`config.mk`:
```
export PLATFORM = sky130hd
export DESIGN_NAME = ffpa_ram
export DESIGN_NICKNAME = d
export VERILOG_FILES = /design/src/hw/rtl/ffpa_ram.sv
export SDC_FILE = /design/constraint.sdc
export NUM_CORES = 1
export LEC_CHECK = 0
export BUFFER_PORTS_ARGS = -buffer_cell sky130_fd_sc_hd__clkbuf_2
export CAP_MARGIN = 40
export CORE_ASPECT_RATIO = 0.6
export CORE_MARGIN = 5
export CORE_UTILIZATION = 45
export DETAILED_ROUTE_END_ITERATION = 10
export GPL_ROUTABILITY_DRIVEN = 0
export HOLD_SLACK_MARGIN = 0.03
export MAX_ROUTING_LAYER = met4
export PLACE_DENSITY_LB_ADDON = 0.3
export SYNTH_ARGS = -nofsm -noshare
export SYNTH_HDL_FRONTEND = slang
export SYNTH_SLANG_ARGS = --single-unit
```
`constraint.sdc`:
```
create_clock -name aclk -period 2 [get_ports aclk]
set_input_delay 0.1 -clock aclk [delete_from_list [all_inputs] [get_ports aclk]]
set_output_delay 0.1 -clock aclk [all_outputs]
set_load 0.02 [all_outputs]
```
`src/hw/rtl/ffpa_ram.sv`:
```
// Generic single-port synchronous RAM with registered read data.
`timescale 1ns / 1ps
module ffpa_ram #(
    parameter int WIDTH = 8,
    parameter int DEPTH = 16
) (
    input  logic                     aclk,
    input  logic                     we,
    input  logic [$clog2(DEPTH)-1:0] addr,
    input  logic [WIDTH-1:0]         wdata,
    output logic [WIDTH-1:0]         rdata
);
    logic [WIDTH-1:0] mem [DEPTH];

    always_ff @(posedge aclk) begin
        if (we) begin
            mem[addr] <= wdata;
        end
        rdata <= mem[addr];
    end
endmodule
```
## Yosys cells after proc, flatten, opt, wreduce, memory -nomap -nowiden

Memories as Yosys holds them, arrays and structs flattened. A register that Yosys moved wholly into a read port is not among the register bits.
Index checks and enable logic that the tools add are counted.

- Bits in writable memories: 128
- Latch bits: 0
- Word-level logic and storage cells: 3
- Register bits after elaboration: 0
- Output and inout port bits: 8
- Memories: 1
- ROM bits: 0
- Input port bits: 14

Memories:

| memory | depth | width | read ports | clocked after memory_dff | write ports | line | source |
|---|---|---|---|---|---|---|---|
| mem | 16 | 8 | 1 | 1 | 1 | 13 | `logic [WIDTH-1:0] mem [DEPTH];` |

- Divide/modulo/power cells: 0
- Add/subtract/negate cells: 0
- Multiplexer cells: 2
- Reduce and logical (&&, ||, !) cells: 0
- Equal/unequal tests: 0
- Multipliers: 0
- Bitwise operators: 0
- Shift-type cells: 0
- $lt $le $gt $ge: 0

Operators by type and width:

| operator | count |
|---|---|
| 2-to-1 mux 1 bit | 2 |

## Longest topological paths before layout

- Depth after elaboration: 2
- Mapped depth: 5

## Worst setup path before layout

OpenSTA, ideal clock, no wires.

- Path type: input to register
- Start point: input addr[2]
- End point: memory mem[0][0] (enable)
- Arrival time: 1,210 ps
- Setup slack: 407 ps
- Setup time: 383 ps
- Stages on the path: 2
- Cells stage by stage: or3b_2 > nor3_1

RTL lines:

| item | line | source |
|---|---|---|
| from (decl) | 9 | `input logic [$clog2(DEPTH)-1:0] addr,` |
| to (decl) | 13 |  |

Straight into the memory's write port.

==> impl_metrics.tcl <==
set metrics [dict create \
    grtUsageTotal 0.168 \
    rr_startpoint "mem[8][4]" \
    wl_per_cell_um 23.0 \
    setup_viol 0 \
    die-area_sq_um 13600 \
    synth_top_family_by_area "multiplexers" \
    utilization 0.548 \
    p_leak_nw 2.06 \
    crit_required_ps 2300 \
    setup_ws_ps 695 \
    dr.pass1.iters 4 \
    synthFlopType "edfxtp_1" \
    initial_utilization 0.455 \
    ant_nets 0 \
    grt_max_degree 40 \
    wl_um 10200 \
    grt_pass1_vias 2591 \
    antenna_found_initial 0 \
    hold_class "input port to register" \
    portBuffers 21 \
    clock_skew_ps 7.71 \
    yosys.area_share.simple 0.0321 \
    insertion_delay_ps 410 \
    diodes 0 \
    synthAdderAreaFrac 0 \
    fin_crit_sh 0.652 \
    fp.dieW_um 147 \
    cts_buffers 17 \
    cp.arrival_ps 1600 \
    root_buffer "clkbuf_16" \
    syn_to_final_growth_pct 20.6 \
    cp-endpoint "rdata[4]" \
    slew_headroom 0.425 \
    synth.avg_cell_area_sq_um 22.0 \
    rsz0062_at_grt "no" \
    postSynth.asyncResetShare 0 \
    ys_seq_elements 136 \
    drive_gt1_frac 0.368 \
    path_max_fanout 1 \
    drt-initial-drc-count 230 \
    power_density_nw_per_um2 1080 \
    core_sq_um 11100 \
    final_max_slew_viol_count 0 \
    synth_area_leaders "edfxtp_1 76%, mux4_2 14%, dfxtp_1 3.2%, a22oi_1 2.4%, nor2_1 0.96%" \
    post-cts-setup-buffers 0 \
    ys_seq_area_frac 0.790 \
    cp-end-kind "register" \
    cts_sinks 136 \
    hold_viol_final 0 \
    whs_ps 118 \
    critPathKind "register to register" \
    ir_drop_uv 560 \
    cts_hold_buf 0 \
    num_vias 2442 \
    maxCapViolations 0 \
    syn_inst 230 \
    synth_top_area_frac 0.759 \
    r2r-end "rdata[4]" \
    rows 30 \
    worst_pin_slew_ps 859 \
    pre_cts_ws_ps 445 \
    synthDistinctLibCells 18 \
    startpoint_type "register" \
    cts_tree "yes" \
    htreeDepth 4 \
    setup.worst_path.start "mem[8][4]" \
    max_freq_mhz 766 \
    synth_top_area_cell "edfxtp_1" \
    grt_pass1_wl_um 15700 \
    synth_area_sq_um 5070 \
    nets 301 \
    synth-xor-area-share 0 \
    hpwlAfterDp_um 6460 \
    nFillCells 842 \
    overflow 0 \
    finalSetupTns_ps 0 \
    cts_max_path_buffers 2 \
    status "finished clean" \
    fin_crit_ps 1300 \
    rr_worst_depth 3 \
    clk_pin_slew_ps 60 \
    r2r_setup_slack_ps 700 \
    synth_edf_count 128 \
    synthMuxAreaShare 0.142 \
    via_per_inst 5.51 \
    synth_compound_area_frac 0.0237 \
    yosys_warnings 0 \
    drc 0 \
    syn_nets 244 \
    die_y_um 92.2 \
    io_pins 22 \
    cts_resized 0 \
]
==> per-layer routing <==
metal	global-route usage	vias up	share of wire
met4	0.0667	0	0.0096
met3	0.0504	9	0.12
met5	-	-	0
li1	-	1078	-
met1	0.244	1254	0.42
met2	0.223	101	0.45
==> worst max-delay path, cell delays in order (launching register included) <==
cell      delay [ps]
edfxtp_1         360
mux4_2           470
a22oi_1          290
nand2_1           80
==> layout by cell type, fill, tap and decap left out <==
| master | n |
|---|---|
| and2_1 | 1 |
| mux4_2 | 32 |
| clkinv_4 | 2 |
| nand2b_1 | 2 |
| or3b_2 | 1 |
| clkbuf_2 | 21 |
| dfxtp_1 | 8 |
| buf_4 | 26 |
| clkinv_1 | 3 |
| nor3_1 | 4 |
| buf_12 | 2 |
| clkinv_2 | 3 |
| inv_6 | 1 |
| nor2_1 | 13 |
| nand3b_1 | 2 |
| a22oi_1 | 16 |
| clkinvlp_4 | 2 |
| nor2b_1 | 2 |
| bufinv_16 | 3 |
| nand2_1 | 9 |
| clkbuf_16 | 17 |
| edfxtp_1 | 128 |
| nand3_1 | 1 |
==> sequential cells by signal, summed over array words and instances (netlist names) <==
register  count
rdata         8
mem         128
==> final cells by class <==
cell class                      count  area, sq um  area share
Tap cell                          144          180      0.0295
Clock buffer                       17          425      0.0696
Clock inverter                     14          158      0.0258
Sequential cell                   136         4000       0.655
Multi-Input combinational cell     83         1000       0.164
Timing Repair Buffer               49          340      0.0557
==> power by group <==
part	internal, W	switching, W	total [W]
clock network	0.00194	0.00113	0.00306
registers	0.00319	0.0000207	0.00321
logic	0.000130	0.000191	0.000321
==> cell usage after synthesis (all sizes together), types with 2 or more instances <==
library cell and n:
a22oi 16, buf 8, clkbuf 3, dfxtp 8
edfxtp 128, mux4 32, nand2 9, nand2b 2
nand3b 2, nor2 13, nor2b 2, nor3 4
==> worst min path at each step <==
stage / startpoint / to / slack (ps) / cells past startpoint
after floorplan: wdata[0] / mem[0][0] / 200 / 0
after detailed placement: rdata[2] / rdata[2] / 520 / 1
final: wdata[2] / mem[3][2] / 120 / 1
after CTS: wdata[5] / mem[12][5] / 110 / 1
after global routing: wdata[2] / mem[9][2] / 130 / 1
after global placement: rdata[2] / rdata[2] / 520 / 1
==> logic make-up (layout without fill, tap and decap cells) <==
group,after synthesis,count (layout)
compound gates,16,16
buf+inv,11,80
flops,136,136
mux,32,32
simple gates,35,35
==> through the flow <==
| stage | total power (W) | area, sq um | cells |
|---|---|---|---|
| 3_3_place_gp | 0.00358 | 5530 | 412 |
| 2_1_floorplan | 0.00345 | 5070 | 230 |
| 4_1_cts | 0.00664 | 6110 | 443 |
| 5_1_grt | 0.00683 | 6110 | 443 |
| 3_5_place_dp | 0.00359 | 5530 | 412 |
| 6_report | 0.00659 | 6110 | 443 |
Note: power is estimated with default switching activity, not from simulation.
